[src/hw/rtl/canrxf_pkg.sv]
`default_nettype none
// ----------------------------------------------------------------------------
// canrxf_pkg: shared types and constants of the CAN receive frame FIFO
// Command and status codes, field widths, slot layout and the byte masking
// used when a frame is stored.
// ----------------------------------------------------------------------------
package canrxf_pkg;

   localparam int RING_DEPTH_DEFAULT = 16;

   localparam int ID_W      = 11;
   localparam int LEN_W     = 4;
   localparam int PAYLOAD_W = 64;
   localparam int TIME_W    = 32;
   localparam int PERIOD_W  = 16;
   localparam int SEQ_W     = 8;

   localparam int REQ_TDATA_W = 112;
   localparam int REQ_TUSER_W = 3;
   localparam int RSP_TDATA_W = 80;
   localparam int RSP_TUSER_W = 3;
   localparam int CSR_INDEX_W = 1;
   localparam int CSR_DATA_W  = 16;

   localparam logic [LEN_W-1:0]    MAX_DLC        = 4'd8;
   localparam logic [PERIOD_W-1:0] DEFAULT_PERIOD = 16'd2000;
   localparam logic [ID_W-1:0]     BEAT_ID        = 11'h7FE;
   localparam logic [7:0]          BEAT_BYTE0     = 8'hA5;
   localparam logic [7:0]          BEAT_BYTE1     = 8'h5A;

   typedef enum logic [1:0] {
      CMD_PUSH = 2'd0,
      CMD_POP  = 2'd1,
      CMD_TICK = 2'd2
   } cmd_type;

   typedef enum logic [2:0] {
      ST_STORED   = 3'd0,
      ST_FULL     = 3'd1,
      ST_EXTENDED = 3'd2,
      ST_POPPED   = 3'd3,
      ST_EMPTY    = 3'd4,
      ST_BEAT     = 3'd5,
      ST_NO_BEAT  = 3'd6
   } status_type;

   typedef enum logic [CSR_INDEX_W-1:0] {
      CSR_COMMAND_ID = 1'b0,
      CSR_PERIOD     = 1'b1
   } csr_index_type;

   // Work left for the second stage of a request.
   typedef enum logic [1:0] {
      OP_DONE = 2'd0,
      OP_POP  = 2'd1,
      OP_TICK = 2'd2
   } op_type;

   typedef struct packed {
      logic [PAYLOAD_W-1:0] payload;
      logic [LEN_W-1:0]     length;
      logic [ID_W-1:0]      id;
   } slot_type;

   localparam int SLOT_W = $bits(slot_type);

   function automatic logic [PAYLOAD_W-1:0] keep_bytes(input logic [PAYLOAD_W-1:0] data,
                                                       input logic [LEN_W-1:0] len);
      logic [PAYLOAD_W-1:0] result;
      result = '0;
      for (int i = 0; i < 8; i++) begin
         if (len > LEN_W'(i)) begin
            result[8*i +: 8] = data[8*i +: 8];
         end
      end
      return result;
   endfunction

endpackage
`default_nettype wire

[src/hw/rtl/canrxf_ram.sv]
`default_nettype none
// ----------------------------------------------------------------------------
// canrxf_ram: generic single-write, single-read RAM
// One write port and one read port with registered read data that holds
// while the read enable is low.
// ----------------------------------------------------------------------------
module canrxf_ram #(
   parameter int DATA_WIDTH = 8,
   parameter int DEPTH = 16,
   localparam int AddrWidth = (DEPTH > 1) ? $clog2(DEPTH) : 1
) (
   input  wire logic                  clock,
   input  wire logic                  wr_en,
   input  wire logic [AddrWidth-1:0]  wr_addr,
   input  wire logic [DATA_WIDTH-1:0] wr_data,
   input  wire logic                  rd_en,
   input  wire logic [AddrWidth-1:0]  rd_addr,
   output logic      [DATA_WIDTH-1:0] rd_data
);

   logic [DATA_WIDTH-1:0] mem_ff [DEPTH];

   always_ff @(posedge clock) begin
      if (wr_en) begin
         mem_ff[wr_addr] <= wr_data;
      end
      if (rd_en) begin
         rd_data <= mem_ff[rd_addr];
      end
   end

endmodule
`default_nettype wire

[src/hw/rtl/can_rx_frame_fifo_with_heartbeat.sv]
`default_nettype none
// ----------------------------------------------------------------------------
// can_rx_frame_fifo_with_heartbeat: CAN receive frame FIFO with heartbeat
// Buffers standard-ID frames in a ring, returns them on pop, and answers
// time ticks with a heartbeat frame when the period is up and not silenced.
// ----------------------------------------------------------------------------
// The block takes one request per clock while the result side is ready and
// returns exactly one result for each from its result register. The first
// stage updates the ring pointers and reads or writes the slot RAM, whose
// read data is registered; the second stage forms the result, keeps the
// quiet flag and runs the heartbeat timer.
// The ring holds RING_DEPTH-1 frames. Slot storage is not cleared by reset
// and needs no clearing pass, so requests are taken right after reset.
module can_rx_frame_fifo_with_heartbeat #(
   parameter int RING_DEPTH = canrxf_pkg::RING_DEPTH_DEFAULT
) (
   input  wire logic                               clock,
   input  wire logic                               reset,
   input  wire logic                               req_tvalid,
   output logic                                    req_tready,
   // frame_id, frame_length, frame_payload, now_ms, zero fill
   input  wire logic [canrxf_pkg::REQ_TDATA_W-1:0] req_tdata,
   // cmd, frame_extended
   input  wire logic [canrxf_pkg::REQ_TUSER_W-1:0] req_tuser,
   output logic                                    rsp_tvalid,
   input  wire logic                               rsp_tready,
   // out_id, out_length, out_payload, quiet
   output logic      [canrxf_pkg::RSP_TDATA_W-1:0] rsp_tdata,
   // status
   output logic      [canrxf_pkg::RSP_TUSER_W-1:0] rsp_tuser,
   input  wire logic                               csr_valid,
   output logic                                    csr_ready,
   input  wire logic [canrxf_pkg::CSR_INDEX_W-1:0] csr_index,
   input  wire logic [canrxf_pkg::CSR_DATA_W-1:0]  csr_data
);

   import canrxf_pkg::*;

   localparam int PtrWidth = $clog2(RING_DEPTH);
   localparam logic [PtrWidth-1:0] LastSlot = PtrWidth'(RING_DEPTH - 1);

   // Request fields
   cmd_type              req_cmd;
   logic                 req_extended;
   logic [ID_W-1:0]      req_id;
   logic [LEN_W-1:0]     req_length;
   logic [PAYLOAD_W-1:0] req_payload;
   logic [TIME_W-1:0]    req_now;
   logic [LEN_W-1:0]     clamped_length;

   // Configuration
   logic [ID_W-1:0]     command_id_ff;
   logic [PERIOD_W-1:0] period_ff;

   // Ring pointers and slot RAM
   logic [PtrWidth-1:0] wr_ptr_ff, wr_ptr_in, wr_next;
   logic [PtrWidth-1:0] rd_ptr_ff, rd_ptr_in, rd_next;
   logic                ram_wr_en, ram_rd_en;
   slot_type            ram_wr_data;
   logic [SLOT_W-1:0]   ram_rd_bits;
   slot_type            ram_rd_slot;

   // First stage
   logic              req_accept, advance, out_free;
   logic              s1_valid_ff, s1_valid_in;
   op_type            s1_op_ff, s1_op_in;
   status_type        s1_status_ff, s1_status_in;
   logic [TIME_W-1:0] s1_now_ff;

   // Second stage state
   logic              quiet_ff, quiet_in;
   logic [TIME_W-1:0] last_beat_ff, last_beat_in;
   logic [SEQ_W-1:0]  beat_seq_ff, beat_seq_in;
   logic [TIME_W-1:0] elapsed;
   logic              beat_due;

   // Result register
   logic                 rsp_valid_ff, rsp_valid_in;
   status_type           rsp_status_ff, rsp_status_in;
   logic [ID_W-1:0]      rsp_id_ff, rsp_id_in;
   logic [LEN_W-1:0]     rsp_length_ff, rsp_length_in;
   logic [PAYLOAD_W-1:0] rsp_payload_ff, rsp_payload_in;
   logic                 rsp_quiet_ff;

   assign req_cmd      = cmd_type'(req_tuser[1:0]);
   assign req_extended = req_tuser[2];
   assign req_id       = req_tdata[10:0];
   assign req_length   = req_tdata[14:11];
   assign req_payload  = req_tdata[78:15];
   assign req_now      = req_tdata[110:79];

   assign clamped_length = (req_length > MAX_DLC) ? MAX_DLC : req_length;

   // ---------------------------------------------------------------- handshake
   assign out_free   = !rsp_valid_ff || rsp_tready;
   assign advance    = s1_valid_ff && out_free;
   assign req_tready = !s1_valid_ff || out_free;
   assign req_accept = req_tvalid && req_tready;
   assign csr_ready  = 1'b1;

   // ---------------------------------------------------------------- config
   always_ff @(posedge clock) begin
      if (reset) begin
         command_id_ff <= '0;
         period_ff     <= DEFAULT_PERIOD;
      end else if (csr_valid) begin
         unique case (csr_index_type'(csr_index))
            CSR_COMMAND_ID: command_id_ff <= csr_data[ID_W-1:0];
            CSR_PERIOD:     period_ff     <= csr_data;
            default: ;
         endcase
      end
   end

   // ---------------------------------------------------------------- stage 1
   assign wr_next = (wr_ptr_ff == LastSlot) ? '0 : wr_ptr_ff + PtrWidth'(1);
   assign rd_next = (rd_ptr_ff == LastSlot) ? '0 : rd_ptr_ff + PtrWidth'(1);

   always_comb begin
      wr_ptr_in    = wr_ptr_ff;
      rd_ptr_in    = rd_ptr_ff;
      ram_wr_en    = 1'b0;
      ram_rd_en    = 1'b0;
      s1_op_in     = OP_DONE;
      s1_status_in = ST_NO_BEAT;
      s1_valid_in  = s1_valid_ff;
      if (advance) begin
         s1_valid_in = 1'b0;
      end
      if (req_accept) begin
         s1_valid_in = 1'b1;
         case (req_cmd)
            CMD_PUSH: begin
               if (req_extended) begin
                  s1_status_in = ST_EXTENDED;
               end else if (wr_next == rd_ptr_ff) begin
                  s1_status_in = ST_FULL;
               end else begin
                  ram_wr_en    = 1'b1;
                  wr_ptr_in    = wr_next;
                  s1_status_in = ST_STORED;
               end
            end
            CMD_POP: begin
               if (rd_ptr_ff == wr_ptr_ff) begin
                  s1_status_in = ST_EMPTY;
               end else begin
                  ram_rd_en = 1'b1;
                  rd_ptr_in = rd_next;
                  s1_op_in  = OP_POP;
               end
            end
            CMD_TICK: s1_op_in = OP_TICK;
            default: ;
         endcase
      end
   end

   assign ram_wr_data.id      = req_id;
   assign ram_wr_data.length  = clamped_length;
   assign ram_wr_data.payload = keep_bytes(req_payload, clamped_length);

   canrxf_ram #(
      .DATA_WIDTH(SLOT_W),
      .DEPTH     (RING_DEPTH)
   ) u_slot_ram (
      .clock  (clock),
      .wr_en  (ram_wr_en),
      .wr_addr(wr_ptr_ff),
      .wr_data(ram_wr_data),
      .rd_en  (ram_rd_en),
      .rd_addr(rd_ptr_ff),
      .rd_data(ram_rd_bits)
   );

   assign ram_rd_slot = slot_type'(ram_rd_bits);

   always_ff @(posedge clock) begin
      if (reset) begin
         wr_ptr_ff   <= '0;
         rd_ptr_ff   <= '0;
         s1_valid_ff <= 1'b0;
      end else begin
         wr_ptr_ff   <= wr_ptr_in;
         rd_ptr_ff   <= rd_ptr_in;
         s1_valid_ff <= s1_valid_in;
      end
   end

   always_ff @(posedge clock) begin
      if (req_accept) begin
         s1_op_ff     <= s1_op_in;
         s1_status_ff <= s1_status_in;
         s1_now_ff    <= req_now;
      end
   end

   // ---------------------------------------------------------------- stage 2
   // The quiet flag lives here, so a tick right behind a silencing pop
   // already sees it.
   assign elapsed  = s1_now_ff - last_beat_ff;
   assign beat_due = !quiet_ff && (elapsed >= {{(TIME_W-PERIOD_W){1'b0}}, period_ff});

   always_comb begin
      quiet_in       = quiet_ff;
      last_beat_in   = last_beat_ff;
      beat_seq_in    = beat_seq_ff;
      rsp_status_in  = s1_status_ff;
      rsp_id_in      = '0;
      rsp_length_in  = '0;
      rsp_payload_in = '0;
      case (s1_op_ff)
         OP_POP: begin
            rsp_status_in  = ST_POPPED;
            rsp_id_in      = ram_rd_slot.id;
            rsp_length_in  = ram_rd_slot.length;
            rsp_payload_in = ram_rd_slot.payload;
            if (ram_rd_slot.id == command_id_ff) begin
               quiet_in = 1'b1;
            end
         end
         OP_TICK: begin
            if (beat_due) begin
               rsp_status_in  = ST_BEAT;
               rsp_id_in      = BEAT_ID;
               rsp_length_in  = MAX_DLC;
               rsp_payload_in = {{(PAYLOAD_W-24){1'b0}}, beat_seq_ff, BEAT_BYTE1, BEAT_BYTE0};
               last_beat_in   = s1_now_ff;
               beat_seq_in    = beat_seq_ff + SEQ_W'(1);
            end else begin
               rsp_status_in = ST_NO_BEAT;
            end
         end
         default: ;
      endcase
   end

   always_comb begin
      rsp_valid_in = rsp_valid_ff;
      if (out_free) begin
         rsp_valid_in = s1_valid_ff;
      end
   end

   always_ff @(posedge clock) begin
      if (reset) begin
         rsp_valid_ff <= 1'b0;
         quiet_ff     <= 1'b0;
         last_beat_ff <= '0;
         beat_seq_ff  <= '0;
      end else begin
         rsp_valid_ff <= rsp_valid_in;
         if (advance) begin
            quiet_ff     <= quiet_in;
            last_beat_ff <= last_beat_in;
            beat_seq_ff  <= beat_seq_in;
         end
      end
   end

   always_ff @(posedge clock) begin
      if (advance) begin
         rsp_status_ff  <= rsp_status_in;
         rsp_id_ff      <= rsp_id_in;
         rsp_length_ff  <= rsp_length_in;
         rsp_payload_ff <= rsp_payload_in;
         rsp_quiet_ff   <= quiet_in;
      end
   end

   assign rsp_tvalid = rsp_valid_ff;
   assign rsp_tdata  = {rsp_quiet_ff, rsp_payload_ff, rsp_length_ff, rsp_id_ff};
   assign rsp_tuser  = rsp_status_ff;

endmodule
`default_nettype wire

[config.mk]
export PLATFORM = sky130hd
export DESIGN_NAME = can_rx_frame_fifo_with_heartbeat
export DESIGN_NICKNAME = d
export VERILOG_FILES = /design/src/hw/rtl/canrxf_pkg.sv /design/src/hw/rtl/canrxf_ram.sv /design/src/hw/rtl/can_rx_frame_fifo_with_heartbeat.sv
export SDC_FILE = /design/constraint.sdc
export NUM_CORES = 2
export LEC_CHECK = 0
export ABC_AREA = 1
export BUFFER_PORTS_ARGS = -buffer_cell sky130_fd_sc_hd__clkbuf_2
export CAP_MARGIN = 20
export CORE_MARGIN = 1.5
export CORE_UTILIZATION = 40
export CTS_BUF_LIST = sky130_fd_sc_hd__clkbuf_16
export CTS_CLUSTER_DIAMETER = 100
export DETAILED_ROUTE_END_ITERATION = 8
export GPL_TIMING_DRIVEN = 0
export HOLD_SLACK_MARGIN = 0.1
export MAX_ROUTING_LAYER = met4
export PLACE_DENSITY_LB_ADDON = 0.05
export SYNTH_ARGS = -nofsm -noshare
export SYNTH_HDL_FRONTEND = slang
export SYNTH_HIERARCHICAL = 1
export SYNTH_SLANG_ARGS = --single-unit
[constraint.sdc]
create_clock -name clock -period 13.4 [get_ports clock]
set_input_delay 0.67 -clock clock [delete_from_list [all_inputs] [get_ports clock]]
set_output_delay 0.67 -clock clock [all_outputs]
set_load 0.005 [all_outputs]
==> metrics.yaml <==
clk_pin_slew_ns: 0.06
crit_fanout: 10
synth_xor_area_frac: 0.004672
status: "finished, final reports clean"
cts-root-buf: "clkbuf_16"
port_buffers: 219
clockBufferDepth: 3
grt_pass1_wl_microns: 313000
seq_area_frac_synth: 0.6740
synth_edf_count: 1463
io_pins: 223
h-tree-depth: 4
synth_area_leader_cell: "edfxtp_1"
syn_inst: 6716
areaGrowthSynthToFinish_pct: 17.25
clk_latency_ns: 0.81
finalSetupViolations: 0
synth.area.mux_share: 0
worstHoldPathType: "input port to flop"
start_util: 0.4032
gp_congestion: 0.8682
synth_top_family_by_area: "simple AND/OR/NAND/NOR gates"
synthTopCellsByArea: "edfxtp_1 (65%), nand2_1 (12%), nand3_1 (7.5%)"
cts_tree: "built"
hpwl_microns: 149500
wl_per_cell_microns: 22.84
ys_ff_latch: 1541
via_per_inst: 4.929
p_per_area_nw_per_um2: 138.8
fp-row-count: 150
worstSetupEndpointType: "flop"
nets: 7449
critPathLaunchType: "flop"
wirelength_microns: 219700
hold_viol_final: 0
synthAdderAreaFrac: 0.009936
synth.avg_cell_area_sq_um: 10.05
grt_max_degree: 58
min_period_ns: 4.197
grt_pass1_vias: 44601
ir_drop_v: 0.0001023
synth.top_cell.area_share: 0.6509
stdcell_area_sq_um: 79140
slew_violations: 0
drive_gt1_frac: 0.1090
max_slew_margin: 0.1780
drt-initial-drc-count: 4261
tightest_slew_ns: 1.233
grt_overflow: 0
p_leak_nw: 34.43
post_cts_resized: 0
fillers: 15660
arrival_ns: 4.73
cap_violations: 0
rsz0062_at_grt: "false"
finalSetupTns_ns: 0
cp_data_required_time_ns: 13.93
r2r_setup_slack_ns: 9.20
coreArea_sq_um: 167400
synth_compound_area_frac: 0.009695
clock-sinks: 1541
synth_cell_types: 43
cts_buffers: 172
critical_path_class: "flop to flop"
yosysWarningCount: 6
yosys.area_share.simple: 0.2114
fp.dieH_microns: 413.8
syn-num-nets: 6906
die_w_microns: 413.8
async_reset_ff_frac: 0
dr.pass1.iters: 6
syn-cell-area_sq_um: 67490
gr-usage-all-layers: 0.2637
antenna_found_initial: 15
drt.antenna.violating_nets: 0
clock_skew_ns: 0.02627
drc: 0
fin_crit_sh: 0.3132
placed_area_sq_um: 72950
dieArea_sq_um: 171200
dr_total_vias: 47408
clock.fmax_mhz: 238.2
synthFlopType: "edfxtp_1"
## cells in the mapped netlist (2+ instances only)
cell type / number
o21ai_0: 41
buf_1: 42
buf_2: 183
inv_1: 1228
o2111ai_1: 2
buf_6: 2
nor2_2: 3
and2_1: 6
clkbuf_1: 62
nor3_1: 11
nand2_2: 3
buf_4: 17
nand4_1: 20
nand3b_1: 4
inv_2: 5
xor2_1: 29
a31oi_1: 2
edfxtp_1: 1463
nor2_1: 274
a21oi_1: 53
o211ai_1: 8
a211oi_1: 3
nand2_1: 2090
ha_1: 52
nand3_1: 1011
xnor2_1: 7
a21o_1: 2
dfxtp_1: 78
## sequential cells by signal (all words and copies together) (netlist names), 8 cells and up
signal,flops
beat_seq_ff,8
command_id_ff,11
last_beat_ff,32
period_ff,16
rsp_id_ff,11
rsp_payload_ff,64
s1_now_ff,32
u_slot_ram/mem_ff,1264
u_slot_ram/rd_data,79
## worst paths after layout
check                       from                end  depth (start not counted)
setup / recovery    s1_now_ff[0]  rsp_payload_ff[0]                         21
hold reg to reg   beat_seq_ff[4]     beat_seq_ff[4]                          2
setup reg to reg    s1_now_ff[0]  rsp_payload_ff[0]                         21
hold / removal      csr_data[15]      period_ff[15]                          3
## cells by family (layout without fill, tap and decap cells)
kind of cell / Yosys count / count (layout)
other cells: 1 / 11
xor+xnor: 36 / 36
simple gates: 3427 / 3427
fa+ha+maj: 53 / 53
compound gates: 118 / 118
flops: 1541 / 1541
buf+inv: 1540 / 2228
## routing by layer
metal,part of all wire,track usage
met1,0.45,0.3592
met2,0.47,0.4156
met3,0.057,0.03129
met4,0.028,0.07683
met5,0,-
## stage by stage
step | power (mW) | utilization | hold WS [ns] | setup WS [ns] | std cells
finish | 10.99 | 0.4727 | 0.1622 | 9.203 | 9618
CTS | 11.07 | 0.4712 | 0.1015 | 9.095 | 9580
global route | 11.35 | 0.4726 | 0.1304 | 8.926 | 9612
floorplan | 5.993 | - | 0.4354 | 7.236 | 6716
global placement | 6.410 | 0.4262 | 0.4485 | 1.831 | 9139
detailed placement | 6.428 | 0.4358 | 0.4565 | 8.989 | 9220
## layout by cell type (no fill, tap or decap), drive strengths merged, types with 41 or more instances in the layout
master       instances
nand3             1013
edfxtp            1463
buf                351
clkbuf             459
inv               1282
ha                  52
a21oi               53
dlygate4sd3         41
dfxtp               78
nor2               277
o21ai               41
nand2             2093
clkinv              79
## critical path: stages, from the launching register on
cell and delay [ns]:
edfxtp_1 0.47, inv_1 0.07, ha_1 0.23, fa_1 0.42, inv_1 0.12, nand2_1 0.07, nand3_1 0.11, nand2_1 0.07
nand2_1 0.19, xor2_1 0.20, ha_1 0.26, nand2_1 0.08, nor2_1 0.04, a211oi_1 0.21, nand3_1 0.14, nor2_1 0.23
nand3_1 0.10, nor2_1 0.14, nand2_2 0.11, nand3_2 0.25, buf_2 0.33, nand2_1 0.10
## power by group
part           switching, mW  internal (mW)
sequential            0.0202           5.33
clock                   1.98           2.67
combinational          0.721          0.268
## area by class of cell
type / instances / area [sq um] / area share
Sequential cell: 1541 / 45490 / 0.5749
Multi-Input combinational cell: 3635 / 16040 / 0.2027
Inverter: 1234 / 4639 / 0.05863
Clock buffer: 176 / 4404 / 0.05565
Timing Repair Buffer: 369 / 3203 / 0.04047
Tap cell: 2204 / 2758 / 0.03485
Buffer: 306 / 1460 / 0.01845
Clock inverter: 143 / 1115 / 0.01409
Antenna cell: 10 / 25.02 / 0.0003162
## repair_timing
action | in CTS | in global routing
hold buffers | 41 | 0
buffers inserted | 0 | 0
endpoints found under the hold margin | 41 | 0
Power figures use the tool's default switching activity.
